[config.mk]
export PLATFORM = sky130hd
export DESIGN_NAME = gamepad_input_conditioner
export DESIGN_NICKNAME = d
export VERILOG_FILES = /design/src/rtl/core/gic_pkg.sv /design/src/rtl/core/gamepad_input_conditioner.sv /design/src/rtl/core/gic_axis.sv /design/src/rtl/core/gic_core.sv
export SDC_FILE = /design/constraint.sdc
export NUM_CORES = 1
export LEC_CHECK = 0
export CORE_ASPECT_RATIO = 0.8
export CORE_UTILIZATION = 50
export DETAILED_ROUTE_END_ITERATION = 8
export DONT_BUFFER_PORTS = 1
export PLACE_DENSITY_LB_ADDON = 0.15
export RECOVER_POWER = 50
export SLEW_MARGIN = 30
export SYNTH_ARGS = -nofsm -noshare
export SYNTH_HDL_FRONTEND = slang
export SYNTH_SLANG_ARGS = --single-unit
[constraint.sdc]
create_clock -name clk_i -period 4.5 [get_ports clk_i]
set_clock_uncertainty 0.2 [all_clocks]
set_input_delay 0.225 -clock clk_i [delete_from_list [all_inputs] [get_ports clk_i]]
set_output_delay 0.225 -clock clk_i [all_outputs]
set_load 0.03 [all_outputs]
[src/rtl/core/gic_pkg.sv]
// ----------------------------------------------------------------------------
// gic_pkg: shared types and constants of the gamepad input conditioner
// Payload structs, configuration record, device kinds, button bit positions,
// translated key codes and configuration register indexes.
// ----------------------------------------------------------------------------
package gic_pkg;

  // Device kinds
  localparam logic [2:0] DEV_OTHER   = 3'd0;
  localparam logic [2:0] DEV_STOCK   = 3'd1;
  localparam logic [2:0] DEV_ARCADE  = 3'd2;
  localparam logic [2:0] DEV_FISHING = 3'd3;
  localparam logic [2:0] DEV_MARACAS = 3'd4;
  localparam logic [2:0] DEV_KEYBOARD = 3'd5;

  // Configuration register indexes
  localparam logic [2:0] REG_DEVICE_KIND   = 3'd0;
  localparam logic [2:0] REG_TRIG_THRESH   = 3'd1;
  localparam logic [2:0] REG_MARACAS_DZ    = 3'd2;
  localparam logic [2:0] REG_FISHING_DZ    = 3'd3;
  localparam logic [2:0] REG_PULSE_LEVEL   = 3'd4;
  localparam logic [2:0] REG_LOST_LIMIT    = 3'd5;

  // Button bit positions
  localparam int unsigned BIT_C     = 0;
  localparam int unsigned BIT_B     = 1;
  localparam int unsigned BIT_A     = 2;
  localparam int unsigned BIT_START = 3;
  localparam int unsigned BIT_UP    = 4;
  localparam int unsigned BIT_DOWN  = 5;
  localparam int unsigned BIT_LEFT  = 6;
  localparam int unsigned BIT_RIGHT = 7;
  localparam int unsigned BIT_Z     = 8;
  localparam int unsigned BIT_Y     = 9;
  localparam int unsigned BIT_X     = 10;
  localparam int unsigned BIT_D     = 11;

  // Translated key codes
  localparam logic [15:0] KEY_UP      = 16'h5200;
  localparam logic [15:0] KEY_DOWN    = 16'h5100;
  localparam logic [15:0] KEY_LEFT    = 16'h5000;
  localparam logic [15:0] KEY_RIGHT   = 16'h4F00;
  localparam logic [15:0] KEY_LOWER_Z = 16'h007A;
  localparam logic [15:0] KEY_LOWER_X = 16'h0078;
  localparam logic [15:0] KEY_LOWER_A = 16'h0061;
  localparam logic [15:0] KEY_LOWER_S = 16'h0073;
  localparam logic [15:0] KEY_LOWER_Q = 16'h0071;
  localparam logic [15:0] KEY_LOWER_W = 16'h0077;
  localparam logic [15:0] KEY_ESCAPE  = 16'h001B;
  localparam logic [15:0] KEY_ENTER   = 16'h000A;

  localparam logic [7:0] LOST_MAX = 8'hFF;

  localparam int unsigned IN_TDATA_W  = 80;
  localparam int unsigned OUT_TDATA_W = 56;

  typedef struct packed {
    logic [15:0]        raw_buttons;
    logic [7:0]         left_trigger;
    logic [7:0]         right_trigger;
    logic signed [7:0]  stick_x;
    logic signed [7:0]  stick_y;
    logic signed [7:0]  stick2_x;
    logic signed [7:0]  stick2_y;
    logic               key_valid;
    logic [15:0]        key_code;
  } item_t;

  typedef struct packed {
    logic [15:0]        buttons_out;
    logic signed [7:0]  stick_x_out;
    logic signed [7:0]  stick_y_out;
    logic [15:0]        newly_pressed;
    logic               activity;
  } result_t;

  typedef struct packed {
    logic [2:0] device_kind;
    logic [7:0] trigger_threshold;
    logic [6:0] maracas_dead_zone;
    logic [6:0] fishing_dead_zone;
    logic [6:0] maracas_pulse_level;
    logic [7:0] maracas_lost_limit;
  } cfg_t;

endpackage

[src/rtl/core/gamepad_input_conditioner.sv]
// ----------------------------------------------------------------------------
// gamepad_input_conditioner: conditions polled controller frames
// Device-dependent button mapping, maracas axis pulsing, edge and activity
// detection, behind a two-register stream pipeline.
// ----------------------------------------------------------------------------
// Usage:
//   s_axis carries one polled frame per request (key_valid in tuser), m_axis
//   one conditioned result per frame. Both use tvalid/tready handshakes.
//   A frame is captured into an input register, mapped in one pass of short
//   logic and written to a result register, which drives m_axis_tvalid and
//   m_axis_tdata. One frame is taken every cycle while m_axis_tready stays
//   high; the state (previous button word, run counters, lost count)
//   updates as a frame moves from the input register to the result
//   register.
//   When the receiver stalls, the result register holds, then the input
//   register fills, and s_axis_tready drops until m_axis_tready returns.
//   The cfg channel is always ready; write it only while no frame is in
//   flight. Writing the device kind clears the stored button word.
//   Reset empties both registers, clears all state and loads the register
//   defaults (kind other, threshold 5, dead zones 20 and 60, level 120,
//   lost limit 30).
// ----------------------------------------------------------------------------
module gamepad_input_conditioner #(
  parameter int unsigned PULSE_PERIOD = 9,
  parameter int unsigned RUN_WRAP     = 128
) (
  input  logic        clk_i,
  input  logic        rst_ni,
  // raw_buttons[15:0], left_trigger[23:16], right_trigger[31:24], stick_x[39:32],
  // stick_y[47:40], stick2_x[55:48], stick2_y[63:56], key_code[79:64]
  input  logic [gic_pkg::IN_TDATA_W-1:0]  s_axis_tdata,
  // key_valid[0]
  input  logic        s_axis_tuser,
  input  logic        s_axis_tvalid,
  output logic        s_axis_tready,
  // buttons_out[15:0], stick_x_out[23:16], stick_y_out[31:24],
  // newly_pressed[47:32], activity[48], zero[55:49]
  output logic [gic_pkg::OUT_TDATA_W-1:0] m_axis_tdata,
  output logic        m_axis_tvalid,
  input  logic        m_axis_tready,
  input  logic        cfg_valid_i,
  output logic        cfg_ready_o,
  input  logic [2:0]  cfg_index_i,
  input  logic [7:0]  cfg_data_i
);

  import gic_pkg::*;

  cfg_t    cfg_q;
  item_t   in_item_d, in_item_q;
  result_t res_d, res_q;
  logic    in_valid_q, out_valid_q;
  logic    advance, cfg_we;

  assign cfg_ready_o = 1'b1;
  assign cfg_we      = cfg_valid_i && cfg_ready_o;

  assign advance       = in_valid_q && (!out_valid_q || m_axis_tready);
  assign s_axis_tready = !in_valid_q || advance;

  always_comb begin
    in_item_d.raw_buttons   = s_axis_tdata[15:0];
    in_item_d.left_trigger  = s_axis_tdata[23:16];
    in_item_d.right_trigger = s_axis_tdata[31:24];
    in_item_d.stick_x       = $signed(s_axis_tdata[39:32]);
    in_item_d.stick_y       = $signed(s_axis_tdata[47:40]);
    in_item_d.stick2_x      = $signed(s_axis_tdata[55:48]);
    in_item_d.stick2_y      = $signed(s_axis_tdata[63:56]);
    in_item_d.key_valid     = s_axis_tuser;
    in_item_d.key_code      = s_axis_tdata[79:64];
  end

  always_ff @(posedge clk_i or negedge rst_ni) begin
    if (!rst_ni) begin
      cfg_q.device_kind         <= DEV_OTHER;
      cfg_q.trigger_threshold   <= 8'd5;
      cfg_q.maracas_dead_zone   <= 7'd20;
      cfg_q.fishing_dead_zone   <= 7'd60;
      cfg_q.maracas_pulse_level <= 7'd120;
      cfg_q.maracas_lost_limit  <= 8'd30;
    end else if (cfg_we) begin
      case (cfg_index_i)
        REG_DEVICE_KIND: cfg_q.device_kind         <= cfg_data_i[2:0];
        REG_TRIG_THRESH: cfg_q.trigger_threshold   <= cfg_data_i;
        REG_MARACAS_DZ:  cfg_q.maracas_dead_zone   <= cfg_data_i[6:0];
        REG_FISHING_DZ:  cfg_q.fishing_dead_zone   <= cfg_data_i[6:0];
        REG_PULSE_LEVEL: cfg_q.maracas_pulse_level <= cfg_data_i[6:0];
        REG_LOST_LIMIT:  cfg_q.maracas_lost_limit  <= cfg_data_i;
        default: ;
      endcase
    end
  end

  gic_core #(
    .PULSE_PERIOD (PULSE_PERIOD),
    .RUN_WRAP     (RUN_WRAP)
  ) u_core (
    .clk_i        (clk_i),
    .rst_ni       (rst_ni),
    .en_i         (advance),
    .clear_prev_i (cfg_we && (cfg_index_i == REG_DEVICE_KIND)),
    .item_i       (in_item_q),
    .cfg_i        (cfg_q),
    .result_o     (res_d)
  );

  always_ff @(posedge clk_i or negedge rst_ni) begin
    if (!rst_ni) begin
      in_valid_q  <= 1'b0;
      out_valid_q <= 1'b0;
    end else begin
      if (s_axis_tready) in_valid_q <= s_axis_tvalid;
      if (advance) out_valid_q <= 1'b1;
      else if (m_axis_tready) out_valid_q <= 1'b0;
    end
  end

  // Payload registers: load on capture, no reset needed
  always_ff @(posedge clk_i) begin
    if (s_axis_tready && s_axis_tvalid) in_item_q <= in_item_d;
    if (advance) res_q <= res_d;
  end

  assign m_axis_tvalid = out_valid_q;
  assign m_axis_tdata  = {7'd0, res_q.activity, res_q.newly_pressed,
                          res_q.stick_y_out, res_q.stick_x_out, res_q.buttons_out};

  a_stall_blocks_input: assert property (@(posedge clk_i) disable iff (!rst_ni)
    (in_valid_q && out_valid_q && !m_axis_tready) |-> !s_axis_tready)
    else $error("input taken while both pipeline registers are full");

  a_result_leaves_on_ready: assert property (@(posedge clk_i) disable iff (!rst_ni)
    $fell(out_valid_q) |-> $past(m_axis_tready))
    else $error("result dropped without a completed request");

  a_no_silent_overwrite: assert property (@(posedge clk_i) disable iff (!rst_ni)
    (out_valid_q && !m_axis_tready) |=> $stable(res_q) || $past(advance) == 1'b0)
    else $error("stalled result register overwritten");

endmodule

[src/rtl/core/gic_axis.sv]
// ----------------------------------------------------------------------------
// gic_axis: pulsed dead-zone conditioning of one maracas stick axis
// Holds the negative and positive run counters of the axis, each with a
// running phase modulo the pulse period, and gives the pulsed axis value.
// ----------------------------------------------------------------------------
module gic_axis #(
  parameter int unsigned PULSE_PERIOD = 9,
  parameter int unsigned RUN_WRAP     = 128
) (
  input  logic              clk_i,
  input  logic              rst_ni,
  input  logic              en_i,
  input  logic signed [7:0] value_i,
  input  logic [6:0]        dead_zone_i,
  input  logic [6:0]        level_i,
  output logic signed [7:0] value_o
);

  localparam int unsigned PhW = $clog2(PULSE_PERIOD);
  localparam logic [PhW-1:0] PhLast = PhW'(PULSE_PERIOD - 1);
  localparam logic [PhW-1:0] PhOne  = PhW'(1);
  localparam logic [7:0] Wrap = 8'(RUN_WRAP);

  logic [7:0]     neg_q, neg_d, pos_q, pos_d;
  logic [PhW-1:0] neg_ph_q, neg_ph_d, pos_ph_q, pos_ph_d;
  logic [7:0]     neg_adv, pos_adv;
  logic [PhW-1:0] neg_ph_adv, pos_ph_adv;
  logic signed [8:0] v_ext, dz_ext;
  logic below, above;
  logic signed [7:0] neg_level, pos_level;

  assign v_ext     = $signed({value_i[7], value_i});
  assign dz_ext    = $signed({2'b00, dead_zone_i});
  assign below     = v_ext < -dz_ext;
  assign above     = v_ext > dz_ext;
  assign pos_level = $signed({1'b0, level_i});
  assign neg_level = $signed(8'd0 - {1'b0, level_i});

  // Advance a run counter; wrap past the limit back to one
  always_comb begin
    if (neg_q >= Wrap) begin
      neg_adv    = 8'd1;
      neg_ph_adv = PhOne;
    end else begin
      neg_adv    = neg_q + 8'd1;
      neg_ph_adv = (neg_ph_q == PhLast) ? '0 : neg_ph_q + PhOne;
    end
    if (pos_q >= Wrap) begin
      pos_adv    = 8'd1;
      pos_ph_adv = PhOne;
    end else begin
      pos_adv    = pos_q + 8'd1;
      pos_ph_adv = (pos_ph_q == PhLast) ? '0 : pos_ph_q + PhOne;
    end
  end

  always_comb begin
    neg_d    = neg_q;
    neg_ph_d = neg_ph_q;
    pos_d    = pos_q;
    pos_ph_d = pos_ph_q;
    value_o  = 8'sd0;
    if (below) begin
      neg_d    = neg_adv;
      neg_ph_d = neg_ph_adv;
      pos_d    = '0;
      pos_ph_d = '0;
      value_o  = (neg_ph_adv != '0) ? neg_level : 8'sd0;
    end else if (above) begin
      neg_d    = '0;
      neg_ph_d = '0;
      pos_d    = pos_adv;
      pos_ph_d = pos_ph_adv;
      value_o  = (pos_ph_adv != '0) ? pos_level : 8'sd0;
    end
  end

  always_ff @(posedge clk_i or negedge rst_ni) begin
    if (!rst_ni) begin
      neg_q    <= '0;
      neg_ph_q <= '0;
      pos_q    <= '0;
      pos_ph_q <= '0;
    end else if (en_i) begin
      neg_q    <= neg_d;
      neg_ph_q <= neg_ph_d;
      pos_q    <= pos_d;
      pos_ph_q <= pos_ph_d;
    end
  end

  a_one_side_only: assert property (@(posedge clk_i) disable iff (!rst_ni)
    !(neg_q != 8'd0 && pos_q != 8'd0))
    else $error("both run counters of one axis are active");

  a_wrap_bound: assert property (@(posedge clk_i) disable iff (!rst_ni)
    (en_i && below && neg_q == Wrap) |=> (neg_q == 8'd1 && neg_ph_q == PhOne))
    else $error("negative run counter did not wrap to one");

endmodule

[src/rtl/core/gic_core.sv]
// ----------------------------------------------------------------------------
// gic_core: per-frame device mapping and frame-to-frame state
// Maps the raw frame to the conditioned button word and axes for the
// configured device kind, tracks the previous word and the lost-maraca count.
// ----------------------------------------------------------------------------
module gic_core #(
  parameter int unsigned PULSE_PERIOD = 9,
  parameter int unsigned RUN_WRAP     = 128
) (
  input  logic             clk_i,
  input  logic             rst_ni,
  input  logic             en_i,
  input  logic             clear_prev_i,
  input  gic_pkg::item_t   item_i,
  input  gic_pkg::cfg_t    cfg_i,
  output gic_pkg::result_t result_o
);

  import gic_pkg::*;

  logic [15:0] prev_q, prev_d;
  logic [7:0]  lost_q, lost_d;
  logic [15:0] btn;
  logic        is_maracas, zero_axes;
  logic signed [7:0] ax_x_in, ax_y_in, ax_x_out, ax_y_out;
  logic signed [8:0] x2_ext, y2_ext, fdz_ext;

  assign is_maracas = (cfg_i.device_kind == DEV_MARACAS);
  assign x2_ext  = $signed({item_i.stick2_x[7], item_i.stick2_x});
  assign y2_ext  = $signed({item_i.stick2_y[7], item_i.stick2_y});
  assign fdz_ext = $signed({2'b00, cfg_i.fishing_dead_zone});

  // Lost-maraca count: saturate while Z is held, clear otherwise
  always_comb begin
    if (item_i.raw_buttons[BIT_Z]) begin
      lost_d = (lost_q == LOST_MAX) ? LOST_MAX : lost_q + 8'd1;
    end else begin
      lost_d = '0;
    end
  end
  assign zero_axes = item_i.raw_buttons[BIT_Z] && (lost_d > cfg_i.maracas_lost_limit);
  assign ax_x_in   = zero_axes ? 8'sd0 : item_i.stick_x;
  assign ax_y_in   = zero_axes ? 8'sd0 : item_i.stick_y;

  gic_axis #(
    .PULSE_PERIOD (PULSE_PERIOD),
    .RUN_WRAP     (RUN_WRAP)
  ) u_axis_y (
    .clk_i       (clk_i),
    .rst_ni      (rst_ni),
    .en_i        (en_i && is_maracas),
    .value_i     (ax_y_in),
    .dead_zone_i (cfg_i.maracas_dead_zone),
    .level_i     (cfg_i.maracas_pulse_level),
    .value_o     (ax_y_out)
  );

  gic_axis #(
    .PULSE_PERIOD (PULSE_PERIOD),
    .RUN_WRAP     (RUN_WRAP)
  ) u_axis_x (
    .clk_i       (clk_i),
    .rst_ni      (rst_ni),
    .en_i        (en_i && is_maracas),
    .value_i     (ax_x_in),
    .dead_zone_i (cfg_i.maracas_dead_zone),
    .level_i     (cfg_i.maracas_pulse_level),
    .value_o     (ax_x_out)
  );

  always_comb begin
    btn = item_i.raw_buttons;
    case (cfg_i.device_kind)
      DEV_STOCK: begin
        if (item_i.left_trigger > cfg_i.trigger_threshold) btn[BIT_Z] = 1'b1;
        if (item_i.right_trigger > cfg_i.trigger_threshold) btn[BIT_D] = 1'b1;
      end
      DEV_ARCADE: begin
        // Z is already the left trigger bit; only C needs copying
        if (item_i.raw_buttons[BIT_C]) btn[BIT_D] = 1'b1;
      end
      DEV_FISHING: begin
        if (y2_ext < -fdz_ext) btn[BIT_UP] = 1'b1;
        else if (y2_ext > fdz_ext) btn[BIT_DOWN] = 1'b1;
        if (x2_ext < -fdz_ext) btn[BIT_LEFT] = 1'b1;
        else if (x2_ext > fdz_ext) btn[BIT_RIGHT] = 1'b1;
      end
      DEV_KEYBOARD: begin
        if (item_i.key_valid) begin
          case (item_i.key_code)
            KEY_UP:      btn[BIT_UP]    = 1'b1;
            KEY_DOWN:    btn[BIT_DOWN]  = 1'b1;
            KEY_LEFT:    btn[BIT_LEFT]  = 1'b1;
            KEY_RIGHT:   btn[BIT_RIGHT] = 1'b1;
            KEY_LOWER_Z: btn[BIT_A]     = 1'b1;
            KEY_LOWER_X: btn[BIT_B]     = 1'b1;
            KEY_LOWER_A: btn[BIT_X]     = 1'b1;
            KEY_LOWER_S: btn[BIT_Y]     = 1'b1;
            KEY_LOWER_Q: btn[BIT_Z]     = 1'b1;
            KEY_LOWER_W: btn[BIT_D]     = 1'b1;
            KEY_ESCAPE:  btn[BIT_B]     = 1'b1;
            KEY_ENTER:   btn[BIT_START] = 1'b1;
            default: ;
          endcase
        end
      end
      default: ;
    endcase
  end

  always_comb begin
    result_o.buttons_out   = btn;
    result_o.stick_x_out   = is_maracas ? ax_x_out : item_i.stick_x;
    result_o.stick_y_out   = is_maracas ? ax_y_out : item_i.stick_y;
    result_o.newly_pressed = btn & ~prev_q;
    result_o.activity      = (btn != prev_q);
  end

  always_comb begin
    prev_d = prev_q;
    if (clear_prev_i) prev_d = '0;
    else if (en_i) prev_d = btn;
  end

  always_ff @(posedge clk_i or negedge rst_ni) begin
    if (!rst_ni) begin
      prev_q <= '0;
      lost_q <= '0;
    end else begin
      prev_q <= prev_d;
      if (en_i && is_maracas) lost_q <= lost_d;
    end
  end

  a_lost_saturates: assert property (@(posedge clk_i) disable iff (!rst_ni)
    (en_i && is_maracas && item_i.raw_buttons[BIT_Z] && lost_q == LOST_MAX)
      |=> (lost_q == LOST_MAX))
    else $error("lost-maraca count left saturation while Z held");

endmodule
After elaboration in Yosys (flattened, before gate mapping)

Cells that the tools add are included.

$lt $le $gt $ge: 15
Bitwise gates (word level): 2
Reductions and logical operators: 27
Add/sub/neg operators: 12
Muxes and demuxes: 72
Equality and inequality tests: 28

Operators by type and width:

| cell                 | count |
|---|---|
| $mux 8               | 22 |
| $eq 16x7->1 const B  | 6 |
| $eq 16x15->1 const B | 4 |
| $mux 4               | 16 |
| $gt 8x8->1           | 7 |
| $add 8x1->8 const B  | 5 |
| $lt 8x9->1           | 4 |
| $ge 8x8->1 const B   | 4 |
| $mux 16              | 2 |
| $mux 7               | 4 |
| $mux 1               | 22 |
| $neg 7->9            | 2 |
| $add 4x1->4 const B  | 4 |
| $and 16x16->16       | 1 |
| $eq 16x4->1 const B  | 1 |
| $eq 16x5->1 const B  | 1 |
| $eq 4x4->1 const B   | 4 |
| $ne 16x16->1         | 1 |
| $not 16->16          | 1 |
| $reduce_and 2->1     | 8 |
| $reduce_bool 4->1    | 4 |
| $eq 3x2->1 const B   | 4 |
| $eq 3x3->1 const B   | 4 |
| $mux 11              | 1 |
| other kinds (14)     | 24 |

Input bits: 97
Register bits: 244
Word-level logic and storage cells: 188
Output and inout port bits: 59

Logic depth before layout (Yosys ltp)

Gate-level depths: netlist of run 1.

Word-level depth: 10
Mapped depth: 23
Gate-level depth less buffers: 20

Modules after synthesis

Synthesis of run 1 repeated with hierarchy kept, for this count alone.

Cell total of the unflattened synthesis: 1173
Area, all modules: 13526.7 um^2

By module, submodules not included:

| module                     | times used | area each (um^2) | cells an instance |
|---|---|---|---|
| gamepad_input_conditioner  | 1          | 5650.4           | 237 |
| gic_core                   | 1          | 3503.4           | 436 |
| gic_axis (u_core.u_axis_x) | 1          | 2212.1           | 247 |
| gic_axis (u_core.u_axis_y) | 1          | 2160.8           | 253 |

Least setup slack after synthesis of run 1

No wires, ideal clock.

Path type: reg2reg
Start: register u_core.lost_q[0]
End: register u_core.u_axis_x.pos_q[4]
Setup slack: 37 ps
Required time: 4208 ps
Arrival: 4171 ps
Cell stages (with the launch flop): 21
Path through: dfrtp_1 -> ha_1 -> inv_1 -> nor2_1 -> nand3_1 -> a21oi_1 -> ha_1 -> a211o_1 -> a21oi_1 -> nand3_1 -> nand2_1 -> clkbuf_1 -> and2_1 -> ha_1 -> o21ai_0 -> o21a_1 -> or2_1 -> or3_1 -> buf_2 -> or3_4 -> o31ai_2

Cells in the longest elaborated chain, start to end: 9

Ends and longest elaborated chain:

| what                                             | RTL line                       | RTL |
|---|---|---|
| start: declaration                               | gic_core.sv:22                 | `logic [7:0] lost_q, lost_d;` |
| start signal: assignment                         | gic_core.sv:131                | `if (en_i && is_maracas) lost_q <= lost_d;` |
| $add 8x1->8 / $eq 8x8->1 (equally long branches) | gic_core.sv:36                 | `lost_d = (lost_q == LOST_MAX) ? LOST_MAX : lost_q + 8'd1;` |
| $mux 8 *                                         | gic_core.sv:36                 |  |
| $mux 8 *                                         | gic_core.sv:35                 | `if (item_i.raw_buttons[BIT_Z]) begin` |
| via u_core.lost_d[5]                             | gic_core.sv:22                 |  |
| $gt 8x8->1 *                                     | gic_core.sv:41                 | `assign zero_axes = item_i.raw_buttons[BIT_Z] && (lost_d > cfg_i.maracas_lost_limit);` |
| $logic_and 1x1->1 *                              | gic_core.sv:41                 |  |
| $mux 8 *                                         | gic_core.sv:42                 | `assign ax_x_in = zero_axes ? 8'sd0 : item_i.stick_x;` |
| $lt 8x9->1 / $gt 8x8->1 (equally long branches)  | gic_axis.sv:34, gic_axis.sv:35 |  |
| $reduce_bool 2->1 (no line)                      | -                              |  |
| $reduce_and 2->1 (no line)                       | -                              |  |
| end signal: assignment                           | gic_axis.sv:87                 | `pos_q <= pos_d;` |
| end: declaration                                 | gic_axis.sv:24                 | `logic [7:0] neg_q, neg_d, pos_q, pos_d;` |

The timed path passes the listed nets; every way through them passes the cells marked *.
A chain may end at the register's enable or synchronous reset.

Worst setup path after layout of run 1

Start: register u_core.lost_q[0]
End: register u_core.u_axis_x.neg_q[5]

Cells in the longest elaborated chain, start to end: 9

Ends and longest elaborated chain:

| what                                             | RTL line                       | RTL |
|---|---|---|
| $add 8x1->8 / $eq 8x8->1 (equally long branches) | gic_core.sv:36                 |  |
| $mux 8 *                                         | gic_core.sv:36                 |  |
| $mux 8 *                                         | gic_core.sv:35                 |  |
| via u_core.lost_d[7]                             | gic_core.sv:22                 |  |
| $gt 8x8->1 *                                     | gic_core.sv:41                 |  |
| $logic_and 1x1->1 *                              | gic_core.sv:41                 |  |
| $mux 8 *                                         | gic_core.sv:42                 |  |
| $lt 8x9->1 / $gt 8x8->1 (equally long branches)  | gic_axis.sv:34, gic_axis.sv:35 |  |
| $reduce_bool 2->1 (no line)                      | -                              |  |
| $reduce_and 2->1 (no line)                       | -                              |  |
| end signal: assignment                           | gic_axis.sv:85                 | `neg_q <= neg_d;` |
| end: declaration                                 | gic_axis.sv:24                 |  |

Marks and branches as above.

==> results of run 1 <==
-- sequential cells by signal, indices dropped and copies added, names as in the netlist, 16 cells and up --
signal,cells
in_item_q,81
m_axis_tdata,49
cfg_q,40
u_core.prev_q,16
-- timing repair --
item,in CTS,in global routing
pin swaps,2,28
buffers inserted,3,13
endpoints found under the hold margin,252,0
gates cloned,0,3
endpoints found under the setup margin,60,64
resized for setup,7,71
hold buffers,107,0
-- per-stage QoR --
step	total power [W]	hold WS (ns)
6_report	0.00730	0.0234
3_5_place_dp	0.00477	-0.265
5_1_grt	0.00773	0.0383
3_3_place_gp	0.00473	-0.264
4_1_cts	0.00712	0.00586
2_1_floorplan	0.00425	-0.271
-- cell usage in the layout, fill, tap and decap left out, drive strengths merged, types with 17 or more instances in the layout --
| cell type | instances |
|---|---|
| dlygate4sd3 | 106 |
| clkbuf | 36 |
| edfxtp | 130 |
| nand4 | 18 |
| nor2 | 70 |
| dfrtp | 98 |
| a21oi | 70 |
| inv | 83 |
| mux2 | 26 |
| o21ai | 81 |
| nand2 | 111 |
| buf | 55 |
| and2 | 17 |
| ha | 120 |
| nand3 | 36 |
| nand2b | 19 |
-- final timing paths --
path	endpoint	slack, ns
worst max-delay path	u_core.u_axis_x.neg_q[5]	0.08
worst min-delay path	cfg_q[7]	0.02
max in group asynchronous	u_core.u_axis_y.pos_ph_q[0]	1.41
worst min register to register	u_core.u_axis_y.neg_q[6]	0.28
worst max register to register	u_core.u_axis_x.neg_q[5]	0.08
min in group asynchronous	cfg_q[25]	0.91
-- cell families after synthesis --
family | synth area share (%)
other cells | 0.0582
fa+ha+maj | 11.6
flops | 52.5
mux | 2.50
simple gates | 15.5
buf+inv | 3.93
xor+xnor | 1.49
compound gates | 12.4
-- layer usage --
metal,track usage (%),part of all wire [%]
met1,33.7,47
met2,37.5,46
met3,4.15,5.5
met4,6.27,1.9
met5,0,0
-- where the power goes --
group / leakage [nW] / switching (W) / internal, W / total [W]
sequential: 2.68 / 0.000355 / 0.00271 / 0.00307
combinational: 3.54 / 0.00111 / 0.000925 / 0.00204
clock: 0.423 / 0.000915 / 0.00128 / 0.00220
-- area by class of cell --
type,count,area share [%]
Multi-Input combinational cell,807,37.7
Inverter,83,1.96
Timing Repair Buffer,162,9.68
Tap cell,324,2.54
Sequential cell,244,42.5
Clock inverter,13,1.12
Clock buffer,35,4.42
==> results.sh, run 1 <==
export IMPL_hpwl_mm=20.5
export IMPL_firstDrtPassIters=5
export IMPL_holdPathStages=2
export IMPL_power_density_mw_per_mm2=458
export IMPL_reg2reg_from="u_core.lost_q[0]"
export IMPL_area_delta_synth_final_pct=23.5
export IMPL_crit_chain="buf_6, nand3_2, nor2_2, mux2i_1, nor2_1, ha_1, nand4_1, buf_4, a21oi_4, nand2_4, buf_6, and2_4, ha_1, nor3_1, o21a_1, or2_4, o21ai_2, o31a_1, buf_12, a221o_1"
export IMPL_period_minus_slack_ns=4.42
export IMPL_max_stage_delay_ns=0.44
export IMPL_synth_seq_area_share_pct=52.5
export IMPL_clock_sinks=244
export IMPL_leakage_nw=6.64
export IMPL_grt_ovfl_total=0
export IMPL_yosys_warnings=0
export IMPL_hold_viol_final=0
export IMPL_placementRows=52
export IMPL_critPathMaxFanout=12
export IMPL_period_share_pct=98.3
export IMPL_arrival_ns=4.66
export IMPL_drc=0
export IMPL_synth_cell_types=84
export IMPL_nets=1541
export IMPL_wl_per_cell_um=18.8
export IMPL_end_kind="register"
export IMPL_io_buffers=0
export IMPL_crit_type="reg -> reg"
export IMPL_yosys_area_top_type="edfxtp_1"
export IMPL_clkLatencyLatePin_ns=0.56
export IMPL_routed_via_density=5.61
export IMPL_antenna_cells=0
export IMPL_crit_path_start_kind="register"
export IMPL_syn_area_mm2=0.0129
export IMPL_fmax_ghz=0.226
export IMPL_slowest_stage="dfrtp_1"
export IMPL_antenna_found_initial=0
export IMPL_crit_required_ns=4.74
export IMPL_core_area_mm2=0.0253
export IMPL_grt_max_degree=115
export IMPL_seq_area_mm2=0.00678
export IMPL_num_vias=9351
export IMPL_status="complete, but fails checks"
export IMPL_slew_headroom_pct=-94.0
export IMPL_die_y_um=146
export IMPL_clk_pin_slew_ns=0.07
export IMPL_hp_start="cfg_index_i[0]"
export IMPL_ant_nets=0
export IMPL_final_area_mm2=0.0159
export IMPL_drt_total_wl_mm=31.3
export IMPL_synth_cells=1157
export IMPL_hp_class="in -> reg"
export IMPL_finalSetupViolCount=0
export IMPL_die_x_um=182
export IMPL_io_pins=156
export IMPL_dr_first_iter_drc_count=728
export IMPL_first_global_vias=9208
export IMPL_syn_area_per_cell_um2=11.1
export IMPL_peakVddDrop_v=0.000405
export IMPL_synth_area_leaders="edfxtp_1 (30%), dfrtp_1 (19%), ha_1 (12%)"
export IMPL_h_tree_depth=1
export IMPL_slew_violations=115
export IMPL_yosysTopAreaCellShare_pct=30.3
export IMPL_synthTopCellsByCount="edfxtp_1 (130), ha_1 (120), nand2_1 (110)"
export IMPL_die_area_mm2=0.0264
export IMPL_layout_setup_ws_ns=0.0783
export IMPL_cts_buffer_depth=3
export IMPL_cts_root_buf="clkbuf_16"
export IMPL_crit_buf_inv=4
export IMPL_reg2reg_depth=20
export IMPL_final_core_util_pct=62.9
export IMPL_cts_tree="yes"
export IMPL_track_usage_pct=23.7
export IMPL_synth_seq_cells=244
export IMPL_path_depth=20
export IMPL_layout_drive_gt1_share_pct=16.9
export IMPL_cts_buffers=26
export IMPL_multiInputGateArea_mm2=0.00601
export IMPL_cap_violations=1
export IMPL_pre_cts_ws_ns=-0.185
export IMPL_initial_core_util_pct=51.0
export IMPL_synth_edf_count=130
export IMPL_yosysMostFrequentCell="edfxtp_1"
export IMPL_setup_tns_ns=0
export IMPL_worst_pin_slew_ns=2.91
export IMPL_n_fill_cell=1953
export IMPL_grt_pass1_wl_mm=49.1
export IMPL_final_cells=1668
export IMPL_violations="capacitance limit, slew limit"
export IMPL_dpl_instance_area_mm2=0.0135
export IMPL_asyncSetResetFlopFracSynth_pct=46.7
export IMPL_cp_startpoint="u_core.lost_q[0]"
export IMPL_dp_cells=1495
export IMPL_rsz0062_at_grt="true"
export IMPL_place_gp_congestion=0.897
export IMPL_crit_family="simple AND/OR/NAND/NOR gates"
export IMPL_synth_flop_cell="edfxtp_1"
Note: power is estimated with default switching activity, not from simulation.
==> inputs of run 2 (changes only) <==
Settings changed: ABC_AREA set to 1.
==> results.sh, run 2 <==
export IMPL_n_fill_cell=2169
export IMPL_leakage_nw=7.29
export IMPL_drc=0
export IMPL_min_to="cfg_q[2]"
export IMPL_crit_buf_inv=4
export IMPL_dp_cells=1801
export IMPL_yosys_warnings=0
export IMPL_drt_total_wl_mm=31.4
export IMPL_cts_tree="yes"
export IMPL_reg2reg_depth=25
export IMPL_crit_family="simple AND/OR/NAND/NOR gates"
export IMPL_ant_nets=0
export IMPL_yosysTopAreaCellShare_pct=29.4
export IMPL_clock_sinks=244
export IMPL_finalSetupViolCount=0
export IMPL_firstDrtPassIters=5
export IMPL_synth_flop_cell="edfxtp_1"
export IMPL_largest_reg_flops=81
export IMPL_die_area_mm2=0.0272
export IMPL_synth_seq_cells=244
export IMPL_grt_max_degree=115
export IMPL_timing_rr_end="m_axis_tdata[20]"
export IMPL_io_pins=156
export IMPL_synth_cell_types=45
export IMPL_final_cell_mix="nand2_1 (356), inv_1 (196), edfxtp_1 (130)"
export IMPL_crit_type="reg -> reg"
export IMPL_initial_core_util_pct=51.6
export IMPL_crit_path_start_kind="register"
export IMPL_max_stage_delay_ns=0.40
export IMPL_reg2reg_from="u_core.lost_q[0]"
export IMPL_place_gp_congestion=0.882
export IMPL_status="complete, but fails checks"
export IMPL_crit_required_ns=4.66
export IMPL_slowest_stage="dfrtp_1"
export IMPL_cts_buffer_depth=3
export IMPL_clkLatencyLatePin_ns=0.54
export IMPL_synth_area_leaders="edfxtp_1 (29%), dfrtp_1 (18%), ha_1 (11%)"
export IMPL_worst_pin_slew_ns=2.93
export IMPL_layout_commonest_cell="nand2_1"
export IMPL_fmax_ghz=0.233
export IMPL_syn_area_mm2=0.0133
export IMPL_hp_start="cfg_index_i[2]"
export IMPL_synth_edf_count=130
export IMPL_final_area_mm2=0.0158
export IMPL_violations="capacitance limit, slew limit"
export IMPL_seq_area_mm2=0.00678
export IMPL_peakVddDrop_v=0.000309
export IMPL_die_x_um=184
export IMPL_grt_ovfl_total=0
export IMPL_period_share_pct=95.3
export IMPL_nets=1804
export IMPL_die_y_um=148
export IMPL_wl_per_cell_um=16.0
export IMPL_num_vias=10179
export IMPL_r2r_slack_ns=0.21
export IMPL_clk_pin_slew_ns=0.06
export IMPL_routed_via_density=5.20
export IMPL_cts_root_buf="clkbuf_16"
export IMPL_pre_cts_ws_ns=0.114
export IMPL_synth_cells=1457
export IMPL_area_delta_synth_final_pct=18.9
export IMPL_synth_seq_area_share_pct=51.1
export IMPL_yosysMostFrequentCell="nand2_1"
export IMPL_end_kind="register"
export IMPL_grt_pass1_wl_mm=49.8
export IMPL_synthTopCellsByCount="nand2_1 (358), inv_1 (199), edfxtp_1 (130)"
export IMPL_slew_headroom_pct=-95.2
export IMPL_period_minus_slack_ns=4.29
export IMPL_hold_viol_final=0
export IMPL_placementRows=52
export IMPL_antenna_cells=0
export IMPL_regMostFlops="in_item_q"
export IMPL_first_global_vias=9696
export IMPL_h_tree_depth=1
export IMPL_syn_area_per_cell_um2=9.11
export IMPL_holdPathStages=4
export IMPL_core_area_mm2=0.0257
export IMPL_final_cells=1959
export IMPL_multiInputGateArea_mm2=0.00573
export IMPL_power_w=0.00751
export IMPL_track_usage_pct=23.2
export IMPL_io_buffers=0
export IMPL_layout_setup_ws_ns=0.214
export IMPL_hp_class="in -> reg"
export IMPL_asyncSetResetFlopFracSynth_pct=46.7
export IMPL_cts_buffers=27
export IMPL_hpwl_mm=21.5
export IMPL_setup_tns_ns=0
export IMPL_cap_violations=1
export IMPL_antenna_found_initial=0
export IMPL_critPathMaxFanout=6
export IMPL_yosys_area_top_type="edfxtp_1"
export IMPL_slew_violations=115
export IMPL_dr_first_iter_drc_count=571
export IMPL_dpl_instance_area_mm2=0.0137
export IMPL_layout_drive_gt1_share_pct=8.21
export IMPL_arrival_ns=4.44
export IMPL_power_density_mw_per_mm2=475
-- run 2: per-layer routing --
layer	global-route usage [%]	wire, um
met3	3.67	1770
met1	34.4	15500
met5	0	0
met2	35.4	13400
met4	6.13	715
-- run 2: timing repair --
item | in CTS | in global routing
gates resized for setup | 0 | 39
hold endpoints to repair | 237 | 0
hold buffers | 98 | 0
setup buffers | 0 | 8
setup endpoints to repair | 0 | 64
-- run 2: cell type report --
type	count	area share (%)
well taps	351	2.78
clock inverters	13	0.729
inverters	204	4.90
clock buffers	37	4.64
repair inverters	1	0.0476
repair buffers	123	7.66
multi-input cells	986	36.3
flip-flops and latches	244	42.9
-- run 2: kinds of logic (layout without fill, tap and decap cells) --
| group | count (synthesis) | count (layout) | share of synthesized area [%] |
|---|---|---|---|
| buffers and inverters | 234 | 378 | 7.07 |
| adders and majority gates | 120 | 120 | 11.3 |
| AOI/OAI and AO/OA | 169 | 169 | 7.10 |
| DFF | 244 | 244 | 51.1 |
| xor gates and xnor gates | 32 | 32 | 2.11 |
| other | 2 | 8 | 0.0566 |
| and+or+nand+nor | 656 | 657 | 21.3 |
-- run 2: worst reg2reg max path, delay by kind of cell (launching register included) --
kind / cells / cell delay [ns]
AO/OA/AOI/OAI: 2 / 0.30
adder cells (fa/ha/maj): 3 / 0.80
buffers and inverters: 4 / 0.56
flip-flops: 1 / 0.40
AND/OR/NAND/NOR: 16 / 1.87
-- run 2: worst max path at each step --
| stage | start | endpoint | slack, ns | cells after the start |
|---|---|---|---|---|
| after floorplan | u_core.lost_q[0] | u_core.u_axis_y.neg_q[7] | 0.51 | 28 |
| after global placement | u_core.lost_q[0] | u_core.u_axis_x.neg_q[7] | 0.27 | 25 |
| after detailed placement | u_core.lost_q[0] | u_core.u_axis_x.neg_q[7] | 0.11 | 25 |
| after CTS | u_core.lost_q[0] | u_core.u_axis_x.neg_q[7] | 0.1 | 25 |
| after global routing | u_core.lost_q[0] | u_core.u_axis_x.neg_q[4] | -0.13 | 25 |
| final | u_core.lost_q[0] | m_axis_tdata[20] | 0.21 | 25 |
-- run 2: where the power goes --
group / leakage, nW / total [W] / switching [W] / internal [W]
sequential: 2.71 / 0.00316 / 0.000402 / 0.00276
clock: 0.415 / 0.00213 / 0.000885 / 0.00125
combinational: 4.17 / 0.00221 / 0.00138 / 0.000830
-- run 2: through the flow --
step	util, %	hold WS, ns
detailed placement	53.4	-0.266
global placement	53.4	-0.266
global route	61.4	0.0866
CTS	60.6	0.0140
finish	61.4	0.0148
floorplan	-	-0.271
